File: config.mk
export PLATFORM = sky130hd
export DESIGN_NAME = dali_input_device_frame_decoder
export DESIGN_NICKNAME = d
export VERILOG_FILES = /design/src/sv/dali_dec_pkg.sv /design/src/sv/dali_dec_classify.sv /design/src/sv/dali_dec_ctrl.sv /design/src/sv/dali_input_device_frame_decoder.sv
export SDC_FILE = /design/constraint.sdc
export NUM_CORES = 1
export LEC_CHECK = 0
export BUFFER_PORTS_ARGS = -buffer_cell sky130_fd_sc_hd__buf_2
export CAP_MARGIN = 20
export CORE_MARGIN = 3
export CORE_UTILIZATION = 54
export CTS_BUF_LIST = sky130_fd_sc_hd__clkbuf_2 sky130_fd_sc_hd__clkbuf_4 sky130_fd_sc_hd__clkbuf_8
export DETAILED_ROUTE_END_ITERATION = 7
export PLACE_DENSITY = 0.79
export SETUP_SLACK_MARGIN = 0.5
export SLEW_MARGIN = 20
export SYNTH_ARGS = -nofsm -noshare
export SYNTH_HDL_FRONTEND = slang
export SYNTH_SLANG_ARGS = --single-unit
File: constraint.sdc
create_clock -name clk -period 2.79 [get_ports clk]
set_clock_uncertainty 0.2 [all_clocks]
set_input_delay 0.279 -clock clk [delete_from_list [all_inputs] [get_ports clk]]
set_output_delay 0.279 -clock clk [all_outputs]
set_load 0.02 [all_outputs]
File: src/sv/dali_dec_pkg.sv
// Shared types and constants for the DALI input device forward-frame decoder.
package dali_dec_pkg;

	// Receive event kinds
	typedef enum logic [1:0] {
		EV_FRAME   = 2'd0,
		EV_TIMEOUT = 2'd1,
		EV_BADSEQ  = 2'd2,
		EV_UNUSED  = 2'd3
	} ev_kind_t;

	// Decoder outcome codes
	typedef enum logic [2:0] {
		OUT_IGNORE  = 3'd0,
		OUT_RESPOND = 3'd1,
		OUT_NACK    = 3'd2,
		OUT_REPEAT  = 3'd3,
		OUT_INVALID = 3'd4
	} outcome_t;

	// Address classes
	typedef enum logic [3:0] {
		AC_NONE       = 4'd0,
		AC_EVENT      = 4'd1,
		AC_SPECIAL    = 4'd2,
		AC_SPECIAL2   = 4'd3,
		AC_INSTANCE   = 4'd4,
		AC_INST_TYPE  = 4'd5,
		AC_FEAT_BCAST = 4'd6,
		AC_INST_BCAST = 4'd7,
		AC_FEAT_DEV   = 4'd8,
		AC_DEVICE     = 4'd9
	} aclass_t;

	// One decoded result item
	typedef struct packed {
		outcome_t   outcome;
		logic [7:0] reply;
		aclass_t    aclass;
	} result_t;

	localparam int unsigned FRAME_W   = 25;
	localparam int unsigned LEN_W     = 6;
	localparam int unsigned ADDR_W    = 7;
	localparam logic [LEN_W-1:0] LEN_STD    = 6'd24;
	localparam logic [LEN_W-1:0] LEN_LONG   = 6'd25;
	localparam logic [ADDR_W-1:0] ADDR_NONE = 7'h40;

	// Address byte codes
	localparam logic [7:0] B0_SPECIAL  = 8'hC1;
	localparam logic [7:0] B0_TOP_MASK = 8'hC0;
	localparam logic [6:0] DEV_UNADDR  = 7'h7E;
	localparam logic [6:0] DEV_BCAST   = 7'h7F;

	// Instance byte codes
	localparam logic [2:0] FL_INSTANCE = 3'd0;
	localparam logic [2:0] FL_TYPE     = 3'd6;
	localparam logic [2:0] FL_GROUP    = 3'd7;
	localparam logic [7:0] B1_FEAT_BCAST = 8'hFD;
	localparam logic [7:0] B1_INST_BCAST = 8'hFF;
	localparam logic [7:0] B1_FEAT_DEV   = 8'hFC;
	localparam logic [7:0] B1_DEVICE     = 8'hFE;

	// Opcode byte codes
	localparam logic [7:0] OP_REPEAT_MAX = 8'h21;
	localparam logic [7:0] OP_QUERY_ERR0 = 8'h31;
	localparam logic [7:0] OP_QUERY_ERR1 = 8'h32;
	localparam logic [7:0] OP_QUERY_TYPE = 8'h80;
	localparam logic [7:0] OP_QUIET_ON   = 8'h1D;
	localparam logic [7:0] OP_QUIET_OFF  = 8'h1E;

	// Special command codes that load the DTRs
	localparam logic [7:0] SP_DTR0_A = 8'h20;
	localparam logic [7:0] SP_DTR0_B = 8'h21;
	localparam logic [7:0] SP_DTR0_C = 8'h30;
	localparam logic [7:0] SP_DTR1   = 8'h31;
	localparam logic [7:0] SP_DTR2   = 8'h32;

	localparam logic [7:0] REPLY_TYPE = 8'h01;

endpackage

File: src/sv/dali_dec_classify.sv
// Address classifier: maps the address and instance bytes to an address class.
module dali_dec_classify #(
	parameter int unsigned INSTANCE_COUNT = 5
) (
	input  logic [7:0]                          b0,
	input  logic [7:0]                          b1,
	input  logic [dali_dec_pkg::ADDR_W-1:0]     own_addr,
	output dali_dec_pkg::aclass_t               aclass
);
	import dali_dec_pkg::*;

	logic [6:0] dev;
	logic [2:0] flags;
	logic [4:0] sel;
	logic       addr_hit;

	assign dev   = b0[7:1];
	assign flags = b1[7:5];
	assign sel   = b1[4:0];

	// Device address match: unaddressed, broadcast or own short address
	always_comb begin
		if (dev == DEV_UNADDR) begin
			addr_hit = (own_addr == ADDR_NONE);
		end else if (dev == DEV_BCAST) begin
			addr_hit = 1'b1;
		end else begin
			addr_hit = (own_addr == dev);
		end
	end

	// Class selection
	always_comb begin
		aclass = AC_NONE;
		if (!b0[0]) begin
			aclass = AC_EVENT;
		end else if ((b0 & B0_TOP_MASK) != 8'h00) begin
			aclass = (b0 == B0_SPECIAL) ? AC_SPECIAL : AC_SPECIAL2;
		end else if (addr_hit) begin
			if (flags == FL_INSTANCE) begin
				aclass = ({1'b0, sel} < 6'(INSTANCE_COUNT)) ? AC_INSTANCE : AC_NONE;
			end else if (flags == FL_TYPE) begin
				aclass = (sel == 5'd1) ? AC_INST_TYPE : AC_NONE;
			end else if (flags == FL_GROUP) begin
				case (b1)
					B1_FEAT_BCAST: aclass = AC_FEAT_BCAST;
					B1_INST_BCAST: aclass = AC_INST_BCAST;
					B1_FEAT_DEV:   aclass = AC_FEAT_DEV;
					B1_DEVICE:     aclass = AC_DEVICE;
					default:       aclass = AC_NONE;
				endcase
			end
		end
	end

endmodule

File: src/sv/dali_dec_ctrl.sv
// Frame decode and decoder state: repeat check, quiescent mode, DTR loads, replies.
module dali_dec_ctrl #(
	parameter int unsigned INSTANCE_COUNT = 5
) (
	input  logic                                clk,
	input  logic                                arst_n,
	input  logic                                step,
	input  dali_dec_pkg::ev_kind_t              kind,
	input  logic [dali_dec_pkg::FRAME_W-1:0]    frame_data,
	input  logic [dali_dec_pkg::LEN_W-1:0]      frame_length,
	input  logic [dali_dec_pkg::ADDR_W-1:0]     own_addr,
	output dali_dec_pkg::result_t               res
);
	import dali_dec_pkg::*;

	// Decoder state
	logic               pend_q;
	logic [FRAME_W-1:0] last_frame_q;
	logic [LEN_W-1:0]   last_len_q;
	logic               quiet_q;
	logic [7:0]         dtr_q [3];

	logic [FRAME_W-1:0] data_fix;
	logic [LEN_W-1:0]   len_fix;
	logic [7:0]         b0, b1, b2;
	aclass_t            cls;
	logic               same, decode, accept, quiet_block;

	logic               pend_d, quiet_d;
	logic [FRAME_W-1:0] last_frame_d;
	logic [LEN_W-1:0]   last_len_d;
	logic [1:0]         dtr_sel;
	logic               dtr_we;

	// 25-bit repair: drop bit 8
	always_comb begin
		if (frame_length == LEN_LONG) begin
			data_fix = {1'b0, frame_data[24:9], frame_data[7:0]};
			len_fix  = LEN_STD;
		end else begin
			data_fix = frame_data;
			len_fix  = frame_length;
		end
	end

	assign b0 = data_fix[23:16];
	assign b1 = data_fix[15:8];
	assign b2 = data_fix[7:0];

	dali_dec_classify #(
		.INSTANCE_COUNT(INSTANCE_COUNT)
	) u_classify (
		.b0       (b0),
		.b1       (b1),
		.own_addr (own_addr),
		.aclass   (cls)
	);

	assign same        = (last_frame_q == data_fix) && (last_len_q == len_fix);
	// a pending repeat drops any frame that is not an exact copy
	assign decode      = (!pend_q || same) && (len_fix == LEN_STD);
	assign quiet_block = quiet_q && !((b1 == B1_DEVICE) && (b2 == OP_QUIET_OFF));
	assign accept      = decode && (cls != AC_NONE) && !quiet_block;

	// Result and next state
	always_comb begin
		res.outcome  = OUT_IGNORE;
		res.reply    = 8'h00;
		res.aclass   = AC_NONE;
		pend_d       = pend_q;
		quiet_d      = quiet_q;
		last_frame_d = last_frame_q;
		last_len_d   = last_len_q;
		dtr_we       = 1'b0;
		dtr_sel      = 2'd0;
		case (kind)
			EV_FRAME: begin
				last_frame_d = data_fix;
				last_len_d   = len_fix;
				if (decode) begin
					res.aclass = cls;
				end
				if (accept) begin
					if (cls == AC_SPECIAL) begin
						if (b1 == SP_DTR0_A || b1 == SP_DTR0_B || b1 == SP_DTR0_C) begin
							dtr_we  = 1'b1;
							dtr_sel = 2'd0;
						end else if (b1 == SP_DTR1) begin
							dtr_we  = 1'b1;
							dtr_sel = 2'd1;
						end else if (b1 == SP_DTR2) begin
							dtr_we  = 1'b1;
							dtr_sel = 2'd2;
						end
					end else if (cls != AC_SPECIAL2 && cls != AC_EVENT) begin
						if (b2 <= OP_REPEAT_MAX && !pend_q) begin
							res.outcome = OUT_REPEAT;
						end else if (b2 == OP_QUERY_ERR0 || b2 == OP_QUERY_ERR1) begin
							res.outcome = OUT_RESPOND;
						end else if (b2 == OP_QUERY_TYPE) begin
							res.outcome = OUT_RESPOND;
							res.reply   = REPLY_TYPE;
						end else if (b2 == OP_QUIET_ON) begin
							quiet_d     = 1'b1;
							res.outcome = OUT_NACK;
						end else if (b2 == OP_QUIET_OFF) begin
							quiet_d     = 1'b0;
							res.outcome = OUT_NACK;
						end
					end
				end
				pend_d = (res.outcome == OUT_REPEAT);
			end
			EV_TIMEOUT: begin
				res.outcome = OUT_INVALID;
				pend_d      = 1'b0;
			end
			EV_BADSEQ: begin
				res.outcome  = OUT_INVALID;
				pend_d       = 1'b0;
				last_frame_d = '0;
				last_len_d   = '0;
			end
			default: begin
				res.outcome = OUT_IGNORE;
			end
		endcase
	end

	// State registers, updated once per decoded item
	always_ff @(posedge clk or negedge arst_n) begin
		if (!arst_n) begin
			pend_q       <= 1'b0;
			quiet_q      <= 1'b0;
			last_frame_q <= '0;
			last_len_q   <= '0;
			dtr_q[0]     <= 8'h00;
			dtr_q[1]     <= 8'h00;
			dtr_q[2]     <= 8'h00;
		end else if (step) begin
			pend_q       <= pend_d;
			quiet_q      <= quiet_d;
			last_frame_q <= last_frame_d;
			last_len_q   <= last_len_d;
			if (dtr_we) begin
				dtr_q[dtr_sel] <= b2;
			end
		end
	end

endmodule

File: src/sv/dali_input_device_frame_decoder.sv
// Top level of the DALI input device forward-frame decoder.
//
//  channel | signals                                       | direction
//  --------+-----------------------------------------------+----------
//  in      | in_valid/in_ready, cmd, frame_data, frame_length | to block
//  out     | out_valid/out_ready, outcome, reply_byte,        | from block
//          | address_class                                  |
//  cfg     | cfg_valid/cfg_ready, cfg_data (short address)    | to block
//
// One item per cycle sustained while the output is not stalled; an accepted item lands in
// the input register, and its result is valid once decode loads the result register.
// Decoder state updates at the edge that loads the result register, so the
// next item already sees it. cfg_ready is always high.
// Reset clears valids, decoder state, and sets the short address to none (64).
// A stalled output holds the result register and the input register; in_ready
// drops only when both are full and out_ready is low.
module dali_input_device_frame_decoder #(
	parameter int unsigned INSTANCE_COUNT = 5
) (
	input  logic        clk,
	input  logic        arst_n,
	input  logic        in_valid,
	output logic        in_ready,
	input  logic [1:0]  cmd,
	input  logic [24:0] frame_data,
	input  logic [5:0]  frame_length,
	output logic        out_valid,
	input  logic        out_ready,
	output logic [2:0]  outcome,
	output logic [7:0]  reply_byte,
	output logic [3:0]  address_class,
	input  logic        cfg_valid,
	output logic        cfg_ready,
	input  logic [6:0]  cfg_data
);
	import dali_dec_pkg::*;

	logic [ADDR_W-1:0]  own_addr_q;
	logic               valid_s1;
	ev_kind_t           kind_s1;
	logic [FRAME_W-1:0] data_s1;
	logic [LEN_W-1:0]   len_s1;
	logic               out_valid_q;
	result_t            res_q;
	result_t            res;
	logic               advance;

	assign advance   = valid_s1 && (!out_valid_q || out_ready);
	assign in_ready  = !valid_s1 || advance;
	assign cfg_ready = 1'b1;

	// Configuration register
	always_ff @(posedge clk or negedge arst_n) begin
		if (!arst_n) begin
			own_addr_q <= ADDR_NONE;
		end else if (cfg_valid) begin
			own_addr_q <= cfg_data;
		end
	end

	// Input register
	always_ff @(posedge clk or negedge arst_n) begin
		if (!arst_n) begin
			valid_s1 <= 1'b0;
		end else if (in_ready) begin
			valid_s1 <= in_valid;
		end
	end

	always_ff @(posedge clk) begin
		if (in_ready && in_valid) begin
			kind_s1 <= ev_kind_t'(cmd);
			data_s1 <= frame_data;
			len_s1  <= frame_length;
		end
	end

	dali_dec_ctrl #(
		.INSTANCE_COUNT(INSTANCE_COUNT)
	) u_ctrl (
		.clk          (clk),
		.arst_n       (arst_n),
		.step         (advance),
		.kind         (kind_s1),
		.frame_data   (data_s1),
		.frame_length (len_s1),
		.own_addr     (own_addr_q),
		.res          (res)
	);

	// Result register
	always_ff @(posedge clk or negedge arst_n) begin
		if (!arst_n) begin
			out_valid_q <= 1'b0;
		end else if (advance) begin
			out_valid_q <= 1'b1;
		end else if (out_ready) begin
			out_valid_q <= 1'b0;
		end
	end

	always_ff @(posedge clk) begin
		if (advance) begin
			res_q <= res;
		end
	end

	assign out_valid     = out_valid_q;
	assign outcome       = res_q.outcome;
	assign reply_byte    = res_q.reply;
	assign address_class = res_q.aclass;

endmodule

## Yosys cells after proc, flatten, opt, wreduce, memory -nomap -nowiden

Index checks and enable logic that the tools add are counted.

- Bits in registers: 90
- Bits of input ports: 45
- Output and inout bits: 18
- Word-level logic and storage cells: 112

- Order comparisons: 2
- Equal/unequal tests: 27
- Multiplexer cells: 34
- Bitwise operators: 4
- Reduce and logical (&&, ||, !) cells: 32

Operator list:

| cell | count |
|---|---|
| one-hot mux 25 bit (2 select lines) | 1 |
| == test 8 bit (second input constant) | 6 |
| 2-to-1 mux 11 bit | 4 |
| == test 25 bit | 1 |
| 2-to-1 mux 25 bit | 1 |
| 2-to-1 mux 4 bit | 6 |
| == test 7 bit (second input constant) | 3 |
| 2-to-1 mux 3 bit | 6 |
| == test 8 x 5 -> 1 bit (second input constant) | 2 |
| == test 8 x 6 -> 1 bit (second input constant) | 2 |
| 2-to-1 mux 8 bit | 2 |
| one-hot mux 4 bit (4 select lines) | 1 |
| == test 6 x 5 -> 1 bit (second input constant) | 2 |
| one-hot mux 6 bit (2 select lines) | 1 |
| logical AND 1 bit | 10 |
| AND reduction 9 bit | 1 |
| <= comparator 8 x 6 -> 1 bit (second input constant) | 1 |
| 2-to-1 mux 1 bit | 8 |
| nonzero test 2 bit | 4 |
| nonzero test 8 bit | 1 |
| == test 7 bit | 1 |
| == test 3 bit (second input constant) | 2 |
| == test 6 bit | 1 |
| 2-to-1 mux 6 bit | 1 |
| 19 further kinds | 31 |

## Depth between registers and ports, before layout

- Word-level depth: 18
- Mapped depth: 11
- Gate-level depth less buffers: 8

## Hierarchy

Synthesis repeated with hierarchy kept, for this count alone.

- Cells, all modules: 386
- Area, all modules: 4536.9 sq um

Modules (own cells, without submodules):

| module | times used | cells each | area each (sq um) |
|---|---|---|---|
| dali_dec_ctrl | 1 | 271 | 2409.8 |
| dali_input_device_frame_decoder | 1 | 73 | 1834.3 |
| dali_dec_classify | 1 | 42 | 292.8 |

## Worst setup path after synthesis

No wires, ideal clock.

- Kind: reg2reg
- From: reg len_s1[5]
- To: reg u_ctrl.quiet_q
- Arrival time: 2.406 ns
- Path slack: 0.056 ns
- Stages on the path, launching flop included: 10
- Clock period less this slack: 2.734 ns
- Path through: edfxtp_1 -> nand4bb_2 -> buf_6 -> nor4_2 -> nand4_1 -> a2111oi_2 -> o2111a_2 -> a31oi_4 -> nor4_2 -> mux2_1

- Word-level cells in the longest chain between the ends: 14
- Elaborated cells between the ends (all ways): 48
- Classes of those cells: 1 x order compare; 18 x eq/ne; 14 x mux; 1 x bitwise; 14 x reduce/logical

RTL lines:

| item | line | source |
|---|---|---|
| start, declared | dali_input_device_frame_decoder.sv:42 | `logic [LEN_W-1:0] len_s1;` |
| start signal, assigned | dali_input_device_frame_decoder.sv:74 | `len_s1 <= frame_length;` |
| == test 6 x 5 -> 1 bit | dali_dec_ctrl.sv:37 | `if (frame_length == LEN_LONG) begin` |
| 2-to-1 mux 25 bit | dali_dec_ctrl.sv:37 |  |
| == test 8 bit (on tied branches) | dali_dec_classify.sv:45, dali_dec_ctrl.sv:62 |  |
| one-hot mux 4 bit (4 select lines) | dali_dec_classify.sv:45 | `case (b1)` |
| 2-to-1 mux 4 bit | dali_dec_classify.sv:44 | `end else if (flags == FL_GROUP) begin` |
| 2-to-1 mux 4 bit | dali_dec_classify.sv:42 | `end else if (flags == FL_TYPE) begin` |
| 2-to-1 mux 4 bit | dali_dec_classify.sv:40 | `if (flags == FL_INSTANCE) begin` |
| 2-to-1 mux 4 bit | dali_dec_classify.sv:39 | `end else if (addr_hit) begin` |
| 2-to-1 mux 4 bit | dali_dec_classify.sv:37 | `end else if ((b0 & B0_TOP_MASK) != 8'h00) begin` |
| 2-to-1 mux 4 bit | dali_dec_classify.sv:35 | `if (!b0[0]) begin` |
| nonzero test 4 bit | dali_dec_ctrl.sv:63 | `assign accept = decode && (cls != AC_NONE) && !quiet_block;` |
| logical AND 1 bit (2 in series) | dali_dec_ctrl.sv:63 |  |
| AND reduction 9 bit (no line) * | n/a |  |
| end signal, assigned | dali_dec_ctrl.sv:142 | `quiet_q <= quiet_d;` |
| end, declared | dali_dec_ctrl.sv:20 | `logic quiet_q;` |

Mark *: on every way between the ends. The rest lies on a longest branch, timed or not.
A chain may end at the register's enable or synchronous reset.

## Final worst setup path

- From: reg len_s1[3]
- To: reg u_ctrl.pend_q

- Word-level cells in the longest chain between the ends: 18
- Elaborated cells between the ends (all ways): 52
- Classes of those cells: 1 x order compare; 19 x eq/ne; 19 x mux; 13 x reduce/logical

RTL lines:

| item | line | source |
|---|---|---|
| == test 6 x 5 -> 1 bit | dali_dec_ctrl.sv:37 |  |
| 2-to-1 mux 25 bit | dali_dec_ctrl.sv:37 |  |
| == test 8 bit (on tied branches) | dali_dec_classify.sv:45, dali_dec_ctrl.sv:62 |  |
| one-hot mux 4 bit (4 select lines) | dali_dec_classify.sv:45 |  |
| 2-to-1 mux 4 bit | dali_dec_classify.sv:44 |  |
| 2-to-1 mux 4 bit | dali_dec_classify.sv:42 |  |
| 2-to-1 mux 4 bit | dali_dec_classify.sv:40 |  |
| 2-to-1 mux 4 bit | dali_dec_classify.sv:39 |  |
| (+2 left out) | n/a |  |
| != test 4 x 2 -> 1 bit or != test 4 x 1 -> 1 bit (tied branches) | dali_dec_ctrl.sv:95 | `end else if (cls != AC_SPECIAL2 && cls != AC_EVENT) begin` |
| logical AND 1 bit | dali_dec_ctrl.sv:95 |  |
| 2-to-1 mux 11 bit | dali_dec_ctrl.sv:95 |  |
| 2-to-1 mux 11 bit | dali_dec_ctrl.sv:84 | `if (cls == AC_SPECIAL) begin` |
| 2-to-1 mux 11 bit * | dali_dec_ctrl.sv:83 | `if (accept) begin` |
| 2-to-1 mux 11 bit * | dali_dec_ctrl.sv:76 | `case (kind)` |
| == test 3 x 2 -> 1 bit * | dali_dec_ctrl.sv:112 | `pend_d = (res.outcome == OUT_REPEAT);` |
| one-hot mux 1 bit (2 select lines) * | dali_dec_ctrl.sv:76 |  |
| end signal, assigned | dali_dec_ctrl.sv:141 | `pend_q <= pend_d;` |
| end, declared | dali_dec_ctrl.sv:17 | `logic pend_q;` |

Mark *: on every way between the ends. The rest lies on a longest branch, timed or not. The select of a mux whose other input is x is not followed.

==> results.toml <==
[min_path]
hp-start = "out_ready"
min_path_type = "in -> reg"

[cts]
cts_tree = "yes"
path_clk_slew_ns = 0.10
htreeDepth = 3
clock-root-buffer = "clkbuf_8"
cts_buffers = 9
cts_sinks = 83
insertion_delay_ns = 0.37
clock_tree.buffer_depth = 2

[critical_path]
cp_num_buf_inv = 2
crit_family = "simple AND/OR/NAND/NOR gates"
crit_slowest_cell = "or4b_4"
endpoint_kind = "register"
r2r-start = "len_s1[3]$_DFFE_PP_"
start_kind = "register"
critical_path.cell_chain = "and4bb_4 -> buf_4 -> a21oi_1 -> a21oi_2 -> or4b_4 -> o21a_4 -> buf_4 -> a211oi_4 -> nand3_1 -> o31ai_2"
worst-path-max-fanout = 5
worstSetupPathType = "reg -> reg"
crit_start = "len_s1[3]$_DFFE_PP_"
cpMostUsedCell = "buf_4"
critPathRequiredTime_ns = 2.86
cp_data_arrival_time_ns = 2.88
crit_path_max_incr_delay_ns = 0.50

[floorplan]
std_cell_rows = 32
die-height_um = 98.0
die_w_um = 98.0
pin_count = 63
start_util_pct = 57.3
dieArea_sq_um = 9600
core_region_area_sq_um = 7970

[placed_design]
dp_hpwl_um = 9240
gp_congestion = 0.957
place_inst = 621
numPortBuffers = 54

[flow_run]
drv_cap = 0

[synth]
synth_cells = 432
synthArstFlopShare_pct = 50.6
synth_edf_count = 41
avgSynthCellArea_sq_um = 10.6
synthDistinctLibCells = 82
synth_ff_type = "edfxtp_1"
ys_ff_latch = 83
ys_warn_count = 0
synth_area_sq_um = 4570
synth-seq-area-share_pct = 50.0

[timing]
tightestPinTransition_ns = 1.04
rsz0062_at_grt = "true"
max_freq_mhz = 357
finalHoldViolCount = 0
setup_viol = 1
period_needed_ns = 2.80
slew_headroom_pct = 30.9
fin_ws_ns = -0.0138
fin_tns_setup_ns = -0.0138
post-route-period-util_pct = 100
slew_violations = 0

[layout]
final_util_pct = 78.8
syn2layout_area_growth_pct = 37.4
final_cells = 692
final_cell_mix = "59 x buf_4, 53 x buf_2, 43 x dlygate4sd3_1, 41 x edfxtp_1, 41 x dfrtp_1"
final_common_cell = "buf_4"
nets = 633
drive_gt1_share_pct = 32.4
diodes = 0

[detailed_routing]
dr.pass1.iters = 6
drt-total-wl_um = 13600
vias = 4213
routed_via_density = 6.09
drc = 0
drtAntennaViolNets = 0
wl_per_cell_um = 19.6
drtIter0Drc = 423

[status]
failed_checks = "setup timing"
status = "complete, but fails checks"

[power_and_ir_drop]
pwr-share-seq_pct = 47.9
comb_power_share_pct = 20.4
p_leak_nw = 2.64
ir_drop_uv = 348
powerDensity_nw_per_um2 = 513
p_int_mw = 2.28
switching_power_mw = 0.946
power_frac_clock_pct = 31.7
swShare_pct = 29.4

[global_route]
grt_pass1_vias = 4332
antenna_found_initial = 0
grt_pass1_wl_um = 22100
grt_max_degree = 43
grt_overflow = 0
globalRouteTotalUtil_pct = 29.3
-- final timing paths --
kind                       slack (ns)  depth (start not counted)                             endpoint
setup / recovery                -0.01                         10            u_ctrl.pend_q$_DFFE_PN0P_
hold / removal                   0.02                          3                 valid_s1$_DFFE_PN0N_
setup reg to reg                -0.01                         10            u_ctrl.pend_q$_DFFE_PN0P_
hold reg to reg                  0.31                          1                out_valid$_DFFE_PN0P_
max in group asynchronous        1.73                          2     u_ctrl.last_len_q[5]$_DFFE_PN0P_
min in group asynchronous        0.25                          2  u_ctrl.last_frame_q[11]$_DFFE_PN0P_
-- repair_timing --
action,in CTS,in global routing
setup endpoints to repair,19,21
hold buffers,43,0
endpoints found under the hold margin,83,0
pin swaps,12,13
resized for setup,20,26
buffers inserted,8,4
-- final cells by class --
| cell class | count | area, sq um |
|---|---|---|
| Clock inverter | 5 | 85.1 |
| Fill cell | 492 | 1690 |
| Timing Repair Buffer | 167 | 1280 |
| Sequential cell | 83 | 2280 |
| Clock buffer | 11 | 145 |
| Multi-Input combinational cell | 293 | 2240 |
| Inverter | 31 | 116 |
| Tap cell | 102 | 128 |
-- cells by family (layout without fill, tap and decap cells) --
| group | Yosys count | after routing | share of synthesized area (%) |
|---|---|---|---|
| buffers and inverters | 62 | 214 | 6.38 |
| other | 2 | 8 | 0.164 |
| flip-flops | 83 | 83 | 50.0 |
| multiplexers | 5 | 5 | 1.23 |
| AND/OR/NAND/NOR | 123 | 123 | 15.6 |
| XOR/XNOR | 29 | 29 | 5.56 |
| AO/OA/AOI/OAI | 125 | 125 | 20.2 |
| adder cells (fa/ha/maj) | 3 | 3 | 0.822 |
-- state kept, by name (all words and copies together) (netlist names) --
register,flops
outcome,3
len_s1,6
reply_byte,1
data_s1,25
u_ctrl.last_frame_q,25
valid_s1,1
u_ctrl.pend_q,1
address_class,4
out_valid,1
u_ctrl.quiet_q,1
own_addr_q,7
u_ctrl.last_len_q,6
kind_s1,2
-- stage by stage --
step           hold slack (ns)  worst slack, ns  power (mW)  area [sq um]
2_1_floorplan           -0.217            0.140        1.90          4650
3_3_place_gp             0.256          -0.0433        2.11          5310
3_5_place_dp             0.257           -0.112        2.13          5310
4_1_cts                0.00907          0.00783        3.19          6120
5_1_grt                 0.0366           -0.205        3.35          6280
6_report                0.0152          -0.0138        3.22          6280
-- tightest hold or removal path, cell delays in order --
cell      delay (ns)
buf_2           0.08
nand3b_1        0.12
nand2b_1        0.06
-- synthesized netlist by cell type (all sizes together), types with 3 or more instances --
| cell type | number | area, sq um |
|---|---|---|
| nor4b | 3 | 26.3 |
| nand4 | 6 | 37.5 |
| a22oi | 5 | 37.5 |
| ha | 3 | 37.5 |
| o21ai | 29 | 149 |
| o2111ai | 3 | 26.3 |
| nand2 | 27 | 104 |
| xnor2 | 8 | 70.1 |
| and2 | 4 | 25.0 |
| and3 | 4 | 25.0 |
| o221ai | 3 | 26.3 |
| o31ai | 3 | 41.3 |
| a21boi | 5 | 41.3 |
| nor4 | 9 | 68.8 |
| a21oi | 25 | 125 |
| nand3 | 11 | 60.1 |
| a22o | 13 | 114 |
| mux2 | 5 | 56.3 |
| nor2 | 19 | 78.8 |
| a222oi | 4 | 40.0 |
| dfrtp | 41 | 1030 |
| nand2b | 9 | 56.3 |
| edfxtp | 41 | 1230 |
| a2111oi | 3 | 32.5 |
| xor2 | 21 | 184 |
| clkbuf | 13 | 48.8 |
| nand3b | 4 | 30.0 |
| inv | 31 | 116 |
| nor3b | 5 | 37.5 |
| o22ai | 5 | 31.3 |
| buf | 18 | 126 |
| nor3 | 8 | 40.0 |
-- power by group through the flow --
stage / clock network (mW) / registers, mW / logic [mW]
after floorplan: 0 / 1.55 / 0.349
after global placement: 0 / 1.56 / 0.555
after detailed placement: 0 / 1.56 / 0.567
after CTS: 1.02 / 1.54 / 0.633
after global routing: 1.08 / 1.56 / 0.716
final: 1.02 / 1.54 / 0.659
-- metal layers --
metal | track usage [%] | vias up | routed length, um
li1 | - | 1895 | -
met1 | 40.6 | 2048 | 5670
met2 | 45.6 | 232 | 6310
met3 | 6.14 | 38 | 1210
met4 | 10.9 | 0 | 379
met5 | 0 | - | 0
Power figures use the tool's default switching activity.
